==> src/hw/rtl/token_gated_mutex_with_wait_queue_macros.svh <==
// Assertion helpers shared by the mutex RTL. Both sample on clk_i and are
// disabled while rst_ni is low.
`ifndef TOKEN_GATED_MUTEX_WITH_WAIT_QUEUE_MACROS_SVH
`define TOKEN_GATED_MUTEX_WITH_WAIT_QUEUE_MACROS_SVH

// The consequent must hold in the same cycle as the antecedent.
`define TGM_ASSERT_NOW(lbl, ante, cons, msg) \
  lbl: assert property (@(posedge clk_i) disable iff (!rst_ni) (ante) |-> (cons)) \
    else $error(msg);

// The consequent must hold in the cycle after the antecedent.
`define TGM_ASSERT_NEXT(lbl, ante, cons, msg) \
  lbl: assert property (@(posedge clk_i) disable iff (!rst_ni) (ante) |=> (cons)) \
    else $error(msg);

`endif

==> src/hw/rtl/tgm_pkg.sv <==
package tgm_pkg;

  // Lock request, unlock and force unlock codes as they arrive on action_i.
  typedef enum logic [1:0] {
    ACT_LOCK   = 2'd0,
    ACT_UNLOCK = 2'd1,
    ACT_FORCE  = 2'd2
  } action_e;

  // Classified command handed from the front end to the back end.
  typedef enum logic [1:0] {
    OP_BAD    = 2'd0,
    OP_LOCK   = 2'd1,
    OP_UNLOCK = 2'd2,
    OP_FORCE  = 2'd3
  } cmd_op_e;

  // Result status codes.
  typedef enum logic [2:0] {
    ST_GRANTED   = 3'd0,
    ST_BAD_TOKEN = 3'd1,
    ST_QUEUED    = 3'd2,
    ST_FULL      = 3'd3,
    ST_NOT_OWNER = 3'd4,
    ST_RELEASED  = 3'd5,
    ST_FORCED    = 3'd6
  } status_e;

  // Handshake between the command queue and the back end.
  typedef struct packed {
    logic    valid;
    cmd_op_e op;
  } cmd_ctl_t;

  localparam int unsigned ProofWidth = 64;

endpackage

==> src/hw/rtl/tgm_ram.sv <==
module tgm_ram #(
  parameter int unsigned WIDTH = 10,
  parameter int unsigned DEPTH = 16
) (
  input  logic                                        clk_i,
  input  logic                                        we_i,
  input  logic [((DEPTH > 1) ? $clog2(DEPTH) : 1)-1:0] waddr_i,
  input  logic [WIDTH-1:0]                            wdata_i,
  input  logic [((DEPTH > 1) ? $clog2(DEPTH) : 1)-1:0] raddr_i,
  output logic [WIDTH-1:0]                            rdata_o
);

  logic [WIDTH-1:0] mem_q [DEPTH];
  logic [WIDTH-1:0] rdata_q;

  always_ff @(posedge clk_i) begin
    if (we_i) begin
      mem_q[waddr_i] <= wdata_i;
    end
    rdata_q <= mem_q[raddr_i];
  end

  assign rdata_o = rdata_q;

endmodule

==> src/hw/rtl/tgm_front.sv <==
`include "token_gated_mutex_with_wait_queue_macros.svh"

module tgm_front #(
  parameter int unsigned PID_WIDTH = 10
) (
  input  logic                             clk_i,
  input  logic                             rst_ni,
  input  logic                             start,
  output logic                             busy,
  input  logic [1:0]                       action_i,
  input  logic [PID_WIDTH-1:0]             pid_i,
  input  logic [tgm_pkg::ProofWidth-1:0]   proof_i,
  output tgm_pkg::cmd_ctl_t                cmd_o,
  output logic [PID_WIDTH-1:0]             cmd_pid_o,
  input  logic                             pop_i
);
  import tgm_pkg::*;

  // Two-entry command queue between classification and execution.
  cmd_op_e              op_q  [2];
  logic [PID_WIDTH-1:0] pid_q [2];
  logic                 wr_ptr_q, rd_ptr_q;
  logic [1:0]           cnt_q;

  cmd_op_e op_d;
  logic    known;
  logic    push;

  always_comb begin
    op_d  = OP_BAD;
    known = 1'b1;
    unique case (action_i)
      ACT_LOCK:   op_d = (proof_i == '0) ? OP_BAD : OP_LOCK;
      ACT_UNLOCK: op_d = OP_UNLOCK;
      ACT_FORCE:  op_d = OP_FORCE;
      default:    known = 1'b0;
    endcase
  end

  assign busy = (cnt_q == 2'd2);
  // Unknown action codes are accepted and dropped here.
  assign push = start && !busy && known;

  always_ff @(posedge clk_i) begin
    if (push) begin
      op_q[wr_ptr_q]  <= op_d;
      pid_q[wr_ptr_q] <= pid_i;
    end
  end

  always_ff @(posedge clk_i or negedge rst_ni) begin
    if (!rst_ni) begin
      wr_ptr_q <= 1'b0;
      rd_ptr_q <= 1'b0;
      cnt_q    <= 2'd0;
    end else begin
      if (push) begin
        wr_ptr_q <= ~wr_ptr_q;
      end
      if (pop_i) begin
        rd_ptr_q <= ~rd_ptr_q;
      end
      cnt_q <= cnt_q + {1'b0, push} - {1'b0, pop_i};
    end
  end

  assign cmd_o.valid = (cnt_q != 2'd0);
  assign cmd_o.op    = op_q[rd_ptr_q];
  assign cmd_pid_o   = pid_q[rd_ptr_q];

  `TGM_ASSERT_NOW(a_pop_nonempty, pop_i, cnt_q != 2'd0, "command popped from an empty queue")
  `TGM_ASSERT_NEXT(a_full_holds, busy && !pop_i, busy, "queue lost an entry without a pop")
  `TGM_ASSERT_NOW(a_busy_no_push, busy, !push, "command pushed into a full queue")

endmodule

==> src/hw/rtl/tgm_back.sv <==
`include "token_gated_mutex_with_wait_queue_macros.svh"

module tgm_back #(
  parameter int unsigned WAITER_DEPTH = 16,
  parameter int unsigned PID_WIDTH    = 10
) (
  input  logic                 clk_i,
  input  logic                 rst_ni,
  input  tgm_pkg::cmd_ctl_t    cmd_i,
  input  logic [PID_WIDTH-1:0] cmd_pid_i,
  output logic                 pop_o,
  output logic                 strobe_o,
  output logic [2:0]           status_o,
  output logic                 notify_valid_o,
  output logic [PID_WIDTH-1:0] notify_pid_o,
  output logic [PID_WIDTH-1:0] block_owner_o,
  output logic                 wake_valid_o,
  output logic [PID_WIDTH-1:0] wake_pid_o,
  output logic                 last_o
);
  import tgm_pkg::*;

  localparam int unsigned AW = (WAITER_DEPTH > 1) ? $clog2(WAITER_DEPTH) : 1;
  localparam int unsigned CW = $clog2(WAITER_DEPTH + 1);

  typedef enum logic [2:0] {
    S_IDLE  = 3'b001,
    S_UNLK  = 3'b010,
    S_FORCE = 3'b100
  } state_e;

  function automatic logic [AW-1:0] ptr_inc(input logic [AW-1:0] p);
    return (p == AW'(WAITER_DEPTH - 1)) ? '0 : p + AW'(1);
  endfunction

  function automatic logic [AW-1:0] ptr_dec(input logic [AW-1:0] p);
    return (p == '0) ? AW'(WAITER_DEPTH - 1) : p - AW'(1);
  endfunction

  state_e               state_q, state_d;
  // One flag covers both "held" and "owner present"; they always change together.
  logic                 held_q, held_d;
  logic [PID_WIDTH-1:0] owner_q, owner_d;
  logic [AW-1:0]        head_q, head_d, tail_q, tail_d, rd_ptr_q, rd_ptr_d;
  logic [CW-1:0]        count_q, count_d, left_q, left_d;
  logic                 evict_v_q, evict_v_d;
  logic [PID_WIDTH-1:0] evict_pid_q, evict_pid_d;

  logic                 strobe_q, strobe_d;
  status_e              status_q, status_d;
  logic                 nv_q, nv_d, wv_q, wv_d, last_q, last_d;
  logic [PID_WIDTH-1:0] np_q, np_d, bo_q, bo_d, wp_q, wp_d;

  logic                 ram_we;
  logic [AW-1:0]        ram_raddr;
  logic [PID_WIDTH-1:0] ram_rdata;

  tgm_ram #(
    .WIDTH (PID_WIDTH),
    .DEPTH (WAITER_DEPTH)
  ) u_waiters (
    .clk_i   (clk_i),
    .we_i    (ram_we),
    .waddr_i (tail_q),
    .wdata_i (cmd_pid_i),
    .raddr_i (ram_raddr),
    .rdata_o (ram_rdata)
  );

  always_comb begin
    state_d     = state_q;
    held_d      = held_q;
    owner_d     = owner_q;
    head_d      = head_q;
    tail_d      = tail_q;
    rd_ptr_d    = rd_ptr_q;
    count_d     = count_q;
    left_d      = left_q;
    evict_v_d   = evict_v_q;
    evict_pid_d = evict_pid_q;
    pop_o       = 1'b0;
    ram_we      = 1'b0;
    ram_raddr   = head_q;
    strobe_d    = 1'b0;
    status_d    = ST_GRANTED;
    nv_d        = 1'b0;
    np_d        = '0;
    bo_d        = '0;
    wv_d        = 1'b0;
    wp_d        = '0;
    last_d      = 1'b1;

    unique case (state_q)
      S_IDLE: begin
        if (cmd_i.valid) begin
          pop_o = 1'b1;
          unique case (cmd_i.op)
            OP_BAD: begin
              strobe_d = 1'b1;
              status_d = ST_BAD_TOKEN;
            end
            OP_LOCK: begin
              strobe_d = 1'b1;
              if (!held_q) begin
                held_d   = 1'b1;
                owner_d  = cmd_pid_i;
                status_d = ST_GRANTED;
                nv_d     = 1'b1;
                np_d     = cmd_pid_i;
              end else if (count_q < CW'(WAITER_DEPTH)) begin
                ram_we   = 1'b1;
                tail_d   = ptr_inc(tail_q);
                count_d  = count_q + CW'(1);
                status_d = ST_QUEUED;
                bo_d     = owner_q;
              end else begin
                status_d = ST_FULL;
              end
            end
            OP_UNLOCK: begin
              if (!held_q || owner_q != cmd_pid_i) begin
                strobe_d = 1'b1;
                status_d = ST_NOT_OWNER;
              end else begin
                held_d  = 1'b0;
                owner_d = '0;
                if (count_q != '0) begin
                  // Fetch the head waiter; the result goes out once it is read.
                  ram_raddr   = head_q;
                  head_d      = ptr_inc(head_q);
                  count_d     = count_q - CW'(1);
                  evict_pid_d = cmd_pid_i;
                  state_d     = S_UNLK;
                end else begin
                  strobe_d = 1'b1;
                  status_d = ST_RELEASED;
                  nv_d     = 1'b1;
                  np_d     = cmd_pid_i;
                end
              end
            end
            OP_FORCE: begin
              held_d  = 1'b0;
              owner_d = '0;
              count_d = '0;
              head_d  = tail_q;
              if (count_q == '0) begin
                strobe_d = 1'b1;
                status_d = ST_FORCED;
                nv_d     = held_q;
                np_d     = owner_q;
              end else begin
                // Walk the queue from the newest entry back to the oldest.
                ram_raddr   = ptr_dec(tail_q);
                rd_ptr_d    = ptr_dec(ptr_dec(tail_q));
                left_d      = count_q;
                evict_v_d   = held_q;
                evict_pid_d = owner_q;
                state_d     = S_FORCE;
              end
            end
            default: ;
          endcase
        end
      end
      S_UNLK: begin
        strobe_d = 1'b1;
        status_d = ST_RELEASED;
        nv_d     = 1'b1;
        np_d     = evict_pid_q;
        wv_d     = 1'b1;
        wp_d     = ram_rdata;
        state_d  = S_IDLE;
      end
      S_FORCE: begin
        strobe_d    = 1'b1;
        status_d    = ST_FORCED;
        nv_d        = evict_v_q;
        np_d        = evict_pid_q;
        wv_d        = 1'b1;
        wp_d        = ram_rdata;
        last_d      = (left_q == CW'(1));
        evict_v_d   = 1'b0;
        evict_pid_d = '0;
        ram_raddr   = rd_ptr_q;
        rd_ptr_d    = ptr_dec(rd_ptr_q);
        left_d      = left_q - CW'(1);
        if (left_q == CW'(1)) begin
          state_d = S_IDLE;
        end
      end
      default: begin
        state_d = S_IDLE;
      end
    endcase
  end

  always_ff @(posedge clk_i or negedge rst_ni) begin
    if (!rst_ni) begin
      state_q   <= S_IDLE;
      held_q    <= 1'b0;
      owner_q   <= '0;
      head_q    <= '0;
      tail_q    <= '0;
      count_q   <= '0;
      left_q    <= '0;
      evict_v_q <= 1'b0;
      strobe_q  <= 1'b0;
    end else begin
      state_q   <= state_d;
      held_q    <= held_d;
      owner_q   <= owner_d;
      head_q    <= head_d;
      tail_q    <= tail_d;
      count_q   <= count_d;
      left_q    <= left_d;
      evict_v_q <= evict_v_d;
      strobe_q  <= strobe_d;
    end
  end

  always_ff @(posedge clk_i) begin
    rd_ptr_q    <= rd_ptr_d;
    evict_pid_q <= evict_pid_d;
    status_q    <= status_d;
    nv_q        <= nv_d;
    np_q        <= np_d;
    bo_q        <= bo_d;
    wv_q        <= wv_d;
    wp_q        <= wp_d;
    last_q      <= last_d;
  end

  assign strobe_o       = strobe_q;
  assign status_o       = status_q;
  assign notify_valid_o = nv_q;
  assign notify_pid_o   = np_q;
  assign block_owner_o  = bo_q;
  assign wake_valid_o   = wv_q;
  assign wake_pid_o     = wp_q;
  assign last_o         = last_q;

  `TGM_ASSERT_NOW(a_count_bound, 1'b1, count_q <= CW'(WAITER_DEPTH), "waiter count above depth")
  `TGM_ASSERT_NOW(a_force_clear, state_q == S_FORCE, !held_q && count_q == '0, "force walk with live state")
  `TGM_ASSERT_NEXT(a_force_end, state_q == S_FORCE && left_q == CW'(1), state_q == S_IDLE && last_o, "force walk did not end")
  `TGM_ASSERT_NOW(a_no_pop_busy, state_q != S_IDLE, !pop_o, "command taken while an item is in flight")

endmodule

==> src/hw/rtl/token_gated_mutex_with_wait_queue.sv <==
// Hardware mutex with a FIFO of waiting process ids. A command is taken when
// start is high and busy is low; every result word is shown on the result
// ports for exactly one cycle with strobe_o high, and the receiver cannot
// stall it, so it must take each word in the cycle it appears. An accepted
// word is first written into the command queue, and its result is then held
// in the registered result ports. Lock requests, bad tokens, refused unlocks
// and unlocks with an empty queue complete from the idle state of the
// execution unit; an unlock that wakes a waiter passes through the S_UNLK
// state as well, since the head waiter is read from the waiter RAM with a
// registered read. A force unlock with no waiters gives a single word. With
// waiters it starts the walk from the idle state, then gives one word per
// cycle, newest waiter first, with last_o on the final word. Commands run one
// at a time in the execution unit; a two-entry command queue in front of it
// lets two more commands be accepted while one is executing, and busy rises
// while that queue is full. Unknown action codes are accepted and dropped
// without a result. The waiter RAM needs no clearing: only entries between
// the head and tail pointers are ever used.
module token_gated_mutex_with_wait_queue #(
  parameter int unsigned WAITER_DEPTH = 16,
  parameter int unsigned PID_WIDTH    = 10
) (
  input  logic                           clk_i,
  input  logic                           rst_ni,
  input  logic                           start,
  output logic                           busy,
  input  logic [1:0]                     action_i,
  input  logic [PID_WIDTH-1:0]           pid_i,
  input  logic [tgm_pkg::ProofWidth-1:0] proof_i,
  output logic                           strobe_o,
  output logic [2:0]                     status_o,
  output logic                           notify_valid_o,
  output logic [PID_WIDTH-1:0]           notify_pid_o,
  output logic [PID_WIDTH-1:0]           block_owner_o,
  output logic                           wake_valid_o,
  output logic [PID_WIDTH-1:0]           wake_pid_o,
  output logic                           last_o
);
  import tgm_pkg::*;

  // Classified command at the head of the queue, with its pid.
  cmd_ctl_t             cmd;
  logic [PID_WIDTH-1:0] cmd_pid;
  logic                 pop;

  // The front end checks the proof and decodes the action, then queues it.
  tgm_front #(
    .PID_WIDTH (PID_WIDTH)
  ) u_front (
    .clk_i     (clk_i),
    .rst_ni    (rst_ni),
    .start     (start),
    .busy      (busy),
    .action_i  (action_i),
    .pid_i     (pid_i),
    .proof_i   (proof_i),
    .cmd_o     (cmd),
    .cmd_pid_o (cmd_pid),
    .pop_i     (pop)
  );

  // The back end owns the lock state and the waiter queue and drives the
  // registered result ports.
  tgm_back #(
    .WAITER_DEPTH (WAITER_DEPTH),
    .PID_WIDTH    (PID_WIDTH)
  ) u_back (
    .clk_i          (clk_i),
    .rst_ni         (rst_ni),
    .cmd_i          (cmd),
    .cmd_pid_i      (cmd_pid),
    .pop_o          (pop),
    .strobe_o       (strobe_o),
    .status_o       (status_o),
    .notify_valid_o (notify_valid_o),
    .notify_pid_o   (notify_pid_o),
    .block_owner_o  (block_owner_o),
    .wake_valid_o   (wake_valid_o),
    .wake_pid_o     (wake_pid_o),
    .last_o         (last_o)
  );

endmodule
==> config.mk <==
export PLATFORM = sky130hd
export DESIGN_NAME = token_gated_mutex_with_wait_queue
export DESIGN_NICKNAME = d
export VERILOG_FILES = /design/src/hw/rtl/tgm_pkg.sv /design/src/hw/rtl/tgm_ram.sv /design/src/hw/rtl/tgm_front.sv /design/src/hw/rtl/tgm_back.sv /design/src/hw/rtl/token_gated_mutex_with_wait_queue.sv
export VERILOG_INCLUDE_DIRS = /design/src /design/src/hw/rtl
export SDC_FILE = /design/constraint.sdc
export NUM_CORES = 1
export LEC_CHECK = 0
export BUFFER_PORTS_ARGS = -buffer_cell sky130_fd_sc_hd__buf_2
export CAP_MARGIN = 20
export CORE_MARGIN = 8
export CORE_UTILIZATION = 30
export CTS_CLUSTER_DIAMETER = 60
export DETAILED_ROUTE_END_ITERATION = 8
export GPL_TIMING_DRIVEN = 0
export HOLD_SLACK_MARGIN = 0.1
export PLACE_DENSITY = 0.58
export SYNTH_ARGS = -nofsm -noshare
export SYNTH_HDL_FRONTEND = slang
export SYNTH_SLANG_ARGS = --single-unit
==> constraint.sdc <==
create_clock -name clk_i -period 4.49 [get_ports clk_i]
set_input_delay 0.449 -clock clk_i [delete_from_list [all_inputs] [get_ports clk_i]]
set_output_delay 0.449 -clock clk_i [all_outputs]
set_load 0.005 [all_outputs]
# After elaboration in Yosys (flattened, before gate mapping)
# Memory sizes are Yosys's and may differ from the RTL's. A register that Yosys moved wholly into a read port is not among the register bits.
# Index checks and enable logic that the tools add are counted.
# Widths: inputs -> output; s select.
[op_classes]
n_addsub = 10
n_lt_le_gt_ge = 1
eq_ne = 26
muxes = 89
bitwise = 2
reduce_logical = 28
[op_table]
columns = ["op", "n"]
rows = [
  ["$mux 10", 11],
  ["$logic_not 64->1", 1],
  ["$pmux 10 s2", 3],
  ["$pmux 10 s3", 2],
  ["$mux 4", 13],
  ["$mux 5", 7],
  ["$mux 3", 10],
  ["$mux 1", 27],
  ["$pmux 4 s2", 3],
  ["$pmux 5 s3", 1],
  ["$reduce_and 5->1", 3],
  ["$logic_not 4->1", 3],
  ["$pmux 1 s3", 4],
  ["$pmux 3 s2", 2],
  ["$pmux 3 s4", 1],
  ["$reduce_and 6->1", 2],
  ["$sub 4x1->4 const B", 3],
  ["$ne 10x10->1", 1],
  ["$ne 2x2->1 const B", 5],
  ["$pmux 5 s2", 1],
  ["$sub 5x1->5 const B", 2],
  ["$ne 3x3->1 const B", 3],
  ["$pmux 3 s3", 1],
  ["$add 4x1->4 const B", 2],
  ["other kinds (28)", 45],
]
[word_totals]
regBits = 88
mem_bits_rw = 184
inputBits = 79
out_inout_bits = 38
wordCells = 180
memories = 3
[memory_table]
columns = ["memory", "words", "word_bits", "rd", "rd_clocked_by_memory_dff", "wr", "line", "source"]
rows = [
  ["u_back.u_waiters.mem_q", 16, 10, 1, 1, 1, "tgm_ram.sv:13", "logic [WIDTH-1:0] mem_q [DEPTH];"],
  ["u_front.pid_q", 2, 10, 1, 0, 1, "tgm_front.sv:21", "logic [PID_WIDTH-1:0] pid_q [2];"],
  ["u_front.op_q", 2, 2, 1, 0, 1, "tgm_front.sv:20", "cmd_op_e op_q [2];"],
]

# Depth between registers and ports, before layout
# Gate-level depths: netlist of the first run.
[depth]
ltp_word = 8
mapped_depth = 12
ltp_nobuf = 10

# By module
# From an unflattened synthesis of the first run, not the netlist that was laid out.
[unflattened]
hier_cells = 770
area_unflattened_um2 = 11698.7
[by_module_without_submodules]
columns = ["mod", "n_inst", "cells_each", "area_per_inst_um2", "seq_area_each_um2"]
rows = [
  ["tgm_ram", 1, 279, 6353.6, 5004.8],
  ["tgm_back", 1, 409, 4087.7, 1993.2],
  ["tgm_front", 1, 82, 1257.5, 820.8],
]

# Worst setup path before layout of the first run
# OpenSTA, ideal clock, no wires.
[synth_path]
path_type = "reg-to-reg"
from = "register u_back.state_q[0]"
to = "memory u_back.u_waiters.mem_q[3][0] (enable)"
setup_time_ps = 390
arrival_ps = 2853
required_ps = 4100
slack_ps = 1247
stages_incl_launch_ff = 10
n_path_buf = 4
period_less_slack_ps = 3243
path_cell_list = "dfstp_2 -> buf_4 -> inv_2 -> or4_4 -> buf_6 -> buf_2 -> nor3_1 -> clkbuf_1 -> nand2_1 -> nor3_1"
[synth_between]
elab_chain_cells = 4
[synth_lines]
columns = ["item", "line", "source"]
rows = [
  ["from (decl)", "tgm_back.sv:40", "state_e state_q, state_d;"],
  ["from (signal assigned)", "tgm_back.sv:210", "state_q <= state_d;"],
  ["$eq 3x1->1", "tgm_back.sv:93", "unique case (state_q)"],
  ["$mux 1", "tgm_back.sv:93", ""],
  ["$mux 1", "tgm_ram.sv:17", "if (we_i) begin"],
  ["$mux 1 (implied by the code)", "tgm_ram.sv:18", "mem_q[waddr_i] <= wdata_i;"],
  ["to (decl)", "tgm_ram.sv:13", ""],
]
# Every way passes these cells.

# Worst setup path in the final report of the first run
[layout_path]
from = "register u_back.state_q[0]"
to = "register u_back.u_waiters.rdata_q[3] (netlist: u_back.u_waiters.rdata_o[3]), read port of u_back.u_waiters.mem_q"
[layout_between]
elab_chain_cells = 2
word_cells_on_any_way = 3
cone_classes = "eq/ne (2); mux (1)"
[layout_lines]
columns = ["item", "line", "source"]
rows = [
  ["$eq 3x3->1 or $eq 3x1->1 (tied branches)", "tgm_back.sv:93", ""],
  ["$pmux 4 s2 *", "tgm_back.sv:93", ""],
  ["to (decl)", "tgm_ram.sv:14", "logic [WIDTH-1:0] rdata_q;"],
]
# Mark *: on every way between the ends. The rest lies on a longest branch, timed or not.
# A chain may end at the register's enable or synchronous reset.

==> reports/results.ini, run 1 <==
[clock_tree]
clockRootBuffer=clkbuf_16
path_clk_slew_ns=0.06
clkSinkCount=282
post_cts_resized=0
cts_tree=yes
cts-buffers-inserted=31
clk_latency_ns=0.56
clock_path_buffers=3
cts_max_level=1

[floorplan]
coreArea_um2=39640
die_y_um=215.9
start_util=0.3025
die_w_um=215.9
row_count=73
io_pins=117
die-area_um2=46630

[setup_path]
worstSetupPathType=flop to flop
crit_fanout=10
arrival_ns=4.36
start_kind=flop
crit_path_end_kind=flop
required_ns=4.85

[placed_design]
port_buffers=116
dp_hpwl_mm=21.38
place_area_um2=13280
gp_congestion=0.8582
place_inst=1577

[routing]
dr.max_layer_used=met4
routedWlPerCell_um=18.88
wl_met2_mm=15.01
antenna_left=0
drt_first_pass_iters=5
m1WireLength_mm=13.55
vias=8358
drc=0
wl_met3_mm=1.762
drt-initial-drc-count=500
via_per_inst=5.072
routed_wl_mm=31.11

[flow_run]
cap_violations=0

[power]
switching_share=0.3833
pwr-share-comb=0.398
p_sw_w=0.003953
pwr-share-clk=0.248
internal_power_w=0.006360
vdd_drop_max_mv=0.3612
powerDensity_nw_per_um2=714.0
leakagePower_nw=5.340
seq_power_share=0.354

[synth]
synth_edf_count=198
ys_seq_elements=282
synth_common_cells=198 x edfxtp_1, 68 x o21ai_0, 53 x nand3_1, 49 x nor2_1, 48 x nand2_1
netlist.area_leader.share=0.4958
ys_types=75
ys_top_cells_by_area=edfxtp_1 50%, dfrtp_1 7.7%, dfxtp_1 7.7%, mux2i_1 2.9%, o21ai_0 2.8%
yosysMostFrequentCell=edfxtp_1
synth_area_um2=11990
synth.yosys.seq_area_share=0.6520
synth_warnings=0
ys_async_sr_fraction=0.1348
synthCells=932
yosysTopAreaCell=edfxtp_1
synth_fp_nets=1030
avgSynthCellArea_um2=12.87
synthFlopType=edfxtp_1

[sta]
period_share=0.8919
fin_setup_tns_ns=0
max_clock_freq_mhz=249.7
final.min_clock_period_ns=4.005
hold_ws_ns=0.3156
worst_pin_slew_ns=1.059
grt_setup_unrepaired=false
skew_ns=0.02793
finalSetupViolCount=0
maxSlewHeadroom=0.2912
timing.final.max_slew_violations=0
hold_viol=0

[layout]
seqCellArea_um2=7819
final_area_um2=14450
area_growth_pct=20.45
num_antenna_cells=0
final_util=0.3644
drive_gt1_frac=0.1941
final_cells=1648
fin_nets=1196
final.fill_count=3883
multiInputGateArea_um2=3859

[global_routing]
grt_pass1_wl_mm=48.62
grt_max_degree=39
grt_overflow=0
grt_pass1_vias=8571
antenna_found_initial=1
grt_usage=0.1300

[status]
status=completed

[worst_hold_path]
hold_path_class=primary input to flop

[worst max-delay path: stages, from the launching register on]
cell and delay, ns:
dfstp_2 0.51, buf_4 0.14, inv_2 0.05, or4_4 0.50, buf_6 0.15, o21ai_2 0.40
o221a_2 0.38, clkbuf_1 0.47, a211oi_1 0.13, a2111oi_0 0.85, nand3_1 0.20
[layer usage]
metal | global-route usage | up-vias
met5 | 0 | -
met3 | 0.02000 | 51
met2 | 0.2210 | 284
li1 | - | 3903
met1 | 0.1687 | 4120
met4 | 0.04035 | 0
[logic make-up after synthesis]
kind of cell	synth area share
compound gates	0.1360
xor+xnor	0.01534
fa+ha+maj	0.02045
buf+inv	0.02838
flops	0.6520
mux	0.04799
simple gates	0.09984
[metrics by stage]
stage	setup slack (ns)	power, W
4_1_cts	0.3614	0.01036
2_1_floorplan	1.247	0.006398
6_report	0.4853	0.01031
3_3_place_gp	0.07749	0.007679
5_1_grt	0.2333	0.01095
3_5_place_dp	0.3983	0.007769
[layout by cell type, fill, tap and decap left out, types with 35 or more instances in the layout]
| cell type | Yosys | routed |
|---|---|---|
| o21ai_0 | 68 | 68 |
| clkbuf_1 | 33 | 38 |
| dfxtp_1 | 46 | 46 |
| buf_2 | 11 | 128 |
| mux2i_1 | 35 | 35 |
| edfxtp_1 | 198 | 198 |
| dfrtp_1 | 37 | 37 |
| a211oi_1 | 43 | 43 |
| nand2_1 | 48 | 48 |
| nor2_1 | 49 | 49 |
| nand3_1 | 53 | 53 |
[state kept, by name, indices dropped and copies added, names as in the netlist, 2 cells and up]
signal,flops
u_back.block_owner_o,10
u_back.count_q,5
u_back.evict_pid_q,10
u_back.head_q,4
u_back.left_q,5
u_back.notify_pid_o,10
u_back.owner_q,10
u_back.rd_ptr_q,4
u_back.state_q,3
u_back.status_o,3
u_back.tail_q,4
u_back.u_waiters.mem_q,160
u_back.u_waiters.rdata_o,10
u_back.wake_pid_o,10
u_front.cnt_q,2
u_front.op_q,4
u_front.pid_q,20
[timing repair]
action                    4_1_cts  5_1_grt
setup buffers                   0        0
hold buffers                   11        0
hold endpoints to repair       57        0
[power by group through the flow]
stage               sequential, W  clock [W]  combinational, W
finish                    0.00365    0.00256           0.00410
floorplan                 0.00363          0           0.00277
global placement          0.00369          0           0.00399
CTS                       0.00365    0.00261           0.00410
global route              0.00369    0.00273           0.00452
detailed placement        0.00370          0           0.00407
[final timing paths]
check                                             from                     endpoint  slack, ns  cells after the start
max                                  u_back.state_q[0]  u_back.u_waiters.rdata_o[3]       0.49                     10
min                                        action_i[0]           u_front.op_q[1][0]       0.32                      2
max reg2reg                          u_back.state_q[0]  u_back.u_waiters.rdata_o[3]       0.49                     10
min reg2reg                u_back.u_waiters.rdata_o[7]         u_back.wake_pid_o[7]       0.43                      1
max in group asynchronous                       rst_ni             u_back.tail_q[1]       3.28                      2
min in group asynchronous                       rst_ni             u_back.left_q[0]       0.59                      2
[final cells by class]
type                            instances  area share
Sequential cell                       282      0.5413
Multi-Input combinational cell        568      0.2671
Clock buffer                           38     0.05691
Timing Repair Buffer                  133     0.05084
Tap cell                              525     0.04547
Buffer                                 49     0.01498
Clock inverter                         20     0.01481
Inverter                               33    0.008575
Power figures use the tool's default switching activity.
==> run 2, diff against run 1 <==
Settings changed: CTS_BUF_LIST set to sky130_fd_sc_hd__clkbuf_8, SKIP_CTS_REPAIR_TIMING set to 1.
==> reports/results.ini, run 2 (synthesized netlist as in run 1, its figures left out) <==
[setup_path]
worstSetupPathType=flop to flop  ; unchanged
required_ns=4.90  ; was 4.85 ns
arrival_ns=4.39  ; was 4.36 ns
crit_slowest_cell=a2111oi_0  ; unchanged
ff2ff_setup_slack_ns=0.50  ; was 0.49 ns
cpPeakStageDelay_ns=0.95  ; was 0.85 ns
start_kind=flop  ; unchanged
timing.rr.start=u_back.state_q[0]  ; unchanged
crit_fanout=10  ; unchanged
reg2reg_depth=10  ; unchanged
r2r_end=u_back.u_waiters.rdata_o[2]  ; was u_back.u_waiters.rdata_o[3]
cp_cell_sequence=buf_4 -> inv_2 -> or4_4 -> buf_6 -> o21ai_2 -> o221a_2 -> clkbuf_1 -> a211oi_1 -> a2111oi_0 -> nand3_1  ; unchanged
crit_path_end_kind=flop  ; unchanged

[placed_design]
port_buffers=116  ; unchanged
place_area_um2=13280  ; unchanged
gp_congestion=0.8582  ; unchanged
dp_hpwl_mm=21.38  ; unchanged
place_inst=1577  ; unchanged

[routing]
drt-initial-drc-count=512  ; was 500
antenna_left=0  ; unchanged
drt_first_pass_iters=5  ; unchanged
drc=0  ; unchanged
vias=8409  ; was 8358
routedWlPerCell_um=18.60  ; was 18.88 um
via_per_inst=4.999  ; was 5.072
routed_wl_mm=31.28  ; was 31.11 mm

[worst_hold_path]
whs_path_depth=2  ; unchanged
min_to=u_front.op_q[0][0]  ; was u_front.op_q[1][0]
min_from=action_i[0]  ; unchanged
hold_path_class=primary input to flop  ; unchanged

[sta]
grt_setup_unrepaired=false  ; unchanged
hold_viol=0  ; unchanged
period_share=0.8881  ; was 0.8919
worst_pin_slew_ns=1.091  ; was 1.059 ns
maxSlewHeadroom=0.2540  ; was 0.2912
final.min_clock_period_ns=3.987  ; was 4.005 ns
max_clock_freq_mhz=250.8  ; was 249.7 MHz
timing.final.max_slew_violations=0  ; unchanged
finalSetupViolCount=0  ; unchanged
fin_setup_tns_ns=0  ; unchanged
skew_ns=0.02300  ; was 0.02793 ns

[global_routing]
grt_pass1_wl_mm=48.73  ; was 48.62 mm
grt_overflow=0  ; unchanged
antenna_found_initial=2  ; was 1
grt_usage=0.1315  ; was 0.1300
grt_max_degree=39  ; unchanged
grt_pass1_vias=8706  ; was 8571

[layout]
final.fill_count=3915  ; was 3883
drive_gt1_frac=0.2042  ; was 0.1941
largest-register=u_back.u_waiters.mem_q  ; unchanged
seqCellArea_um2=7819  ; unchanged
multiInputGateArea_um2=3859  ; unchanged
final_cells=1682  ; was 1648
final_common_cell=edfxtp_1  ; unchanged
final_area_um2=14400  ; was 14450 um2
largestRegisters=u_back.u_waiters.mem_q x160, u_front.pid_q x20  ; unchanged
largest_register_ff_count=160  ; unchanged
fin_nets=1213  ; was 1196
area_growth_pct=20.04  ; was 20.45%
final_cell_mix=198 x edfxtp_1, 128 x buf_2, 68 x o21ai_0  ; unchanged

[status]
status=completed  ; unchanged

[floorplan]
start_util=0.3025  ; unchanged
die_y_um=215.9  ; unchanged
io_pins=117  ; unchanged
die-area_um2=46630  ; unchanged
die_w_um=215.9  ; unchanged
row_count=73  ; unchanged
coreArea_um2=39640  ; unchanged

[clock_tree]
clockRootBuffer=clkbuf_8  ; was clkbuf_16
path_clk_slew_ns=0.06  ; about the same
cts-buffers-inserted=49  ; was 31
cts_tree=yes  ; unchanged
clock_path_buffers=3  ; unchanged
cts_max_level=2  ; was 1
clk_latency_ns=0.58  ; was 0.56 ns
clkSinkCount=282  ; unchanged

[power]
leakagePower_nw=5.404  ; was 5.340 nW
vdd_drop_max_mv=0.2773  ; was 0.3612 mV
powerDensity_nw_per_um2=698.3  ; was 714.0 nW/um2

[flow_run]
cap_violations=0  ; unchanged

[run 2: changes by cell type in the layout (fill, tap and decap cells not counted), sizes merged]
cell          previous run  this run
dlymetal6s2s             1         0
clkinv                  12         8
bufinv                   4         2
diode                    0         1
clkinvlp                 0         2
clkbuf                  71        90
inv                     37        56
[run 2: worst max-delay path by stage]
stage	from	to	depth (start not counted)
6_report	u_back.state_q[0]	u_back.u_waiters.rdata_o[2]	10
5_1_grt	u_front.rd_ptr_q	u_back.u_waiters.mem_q[10][1]	9
3_3_place_gp	u_front.rd_ptr_q	u_back.u_waiters.mem_q[3][2]	9
2_1_floorplan	u_back.state_q[0]	u_back.u_waiters.mem_q[3][0]	9
3_5_place_dp	u_back.state_q[0]	u_back.u_waiters.rdata_o[0]	10
4_1_cts	u_back.state_q[0]	u_back.u_waiters.rdata_o[0]	10
[run 2: layer usage]
metal  track usage  routed length (um)  vias to the layer above
li1              -                   -                     3943
met1        0.1658               13620                     4133
met2        0.2201               15170                      288
met3       0.02559                1744                       45
met4       0.05207                 756                        0
met5             0                   0                        -
[run 2: through the flow]
stage | setup slack [ns] | hold slack [ns] | utilization | power (W)
finish | 0.5026 | 0.3046 | 0.3632 | 0.01005
global route | 0.2428 | 0.3015 | 0.3632 | 0.01073
CTS | 0.3909 | 0.005995 | 0.3601 | 0.01013
detailed placement | 0.3983 | 0.4155 | 0.3350 | 0.007769
global placement | 0.07749 | 0.4147 | 0.3338 | 0.007679
floorplan | 1.247 | 0.1534 | - | 0.006398
[run 2: cell type report]
type | count | area share
Buffer | 49 | 0.01504
Tap cell | 525 | 0.04563
Clock inverter | 35 | 0.01477
Sequential cell | 282 | 0.5431
Antenna cell | 1 | 0.0001738
Multi-Input combinational cell | 568 | 0.2680
Timing Repair Buffer | 132 | 0.05015
Inverter | 33 | 0.008604
Clock buffer | 57 | 0.05449
[run 2: report_power, final]
| group | switching, W | internal, W | total, W | leakage [nW] |
|---|---|---|---|---|
| registers | 0.000253 | 0.00340 | 0.00365 | 2.64 |
| logic | 0.00266 | 0.00142 | 0.00408 | 2.18 |
| clock network | 0.00104 | 0.00128 | 0.00233 | 0.578 |
[run 2: critical path, delay by kind of cell, from the launching register on]
family,cells,cell delay [ns]
AOI/OAI and AO/OA,4,1.86
buffers and inverters,4,0.81
DFF,1,0.51
and+or+nand+nor,2,0.64
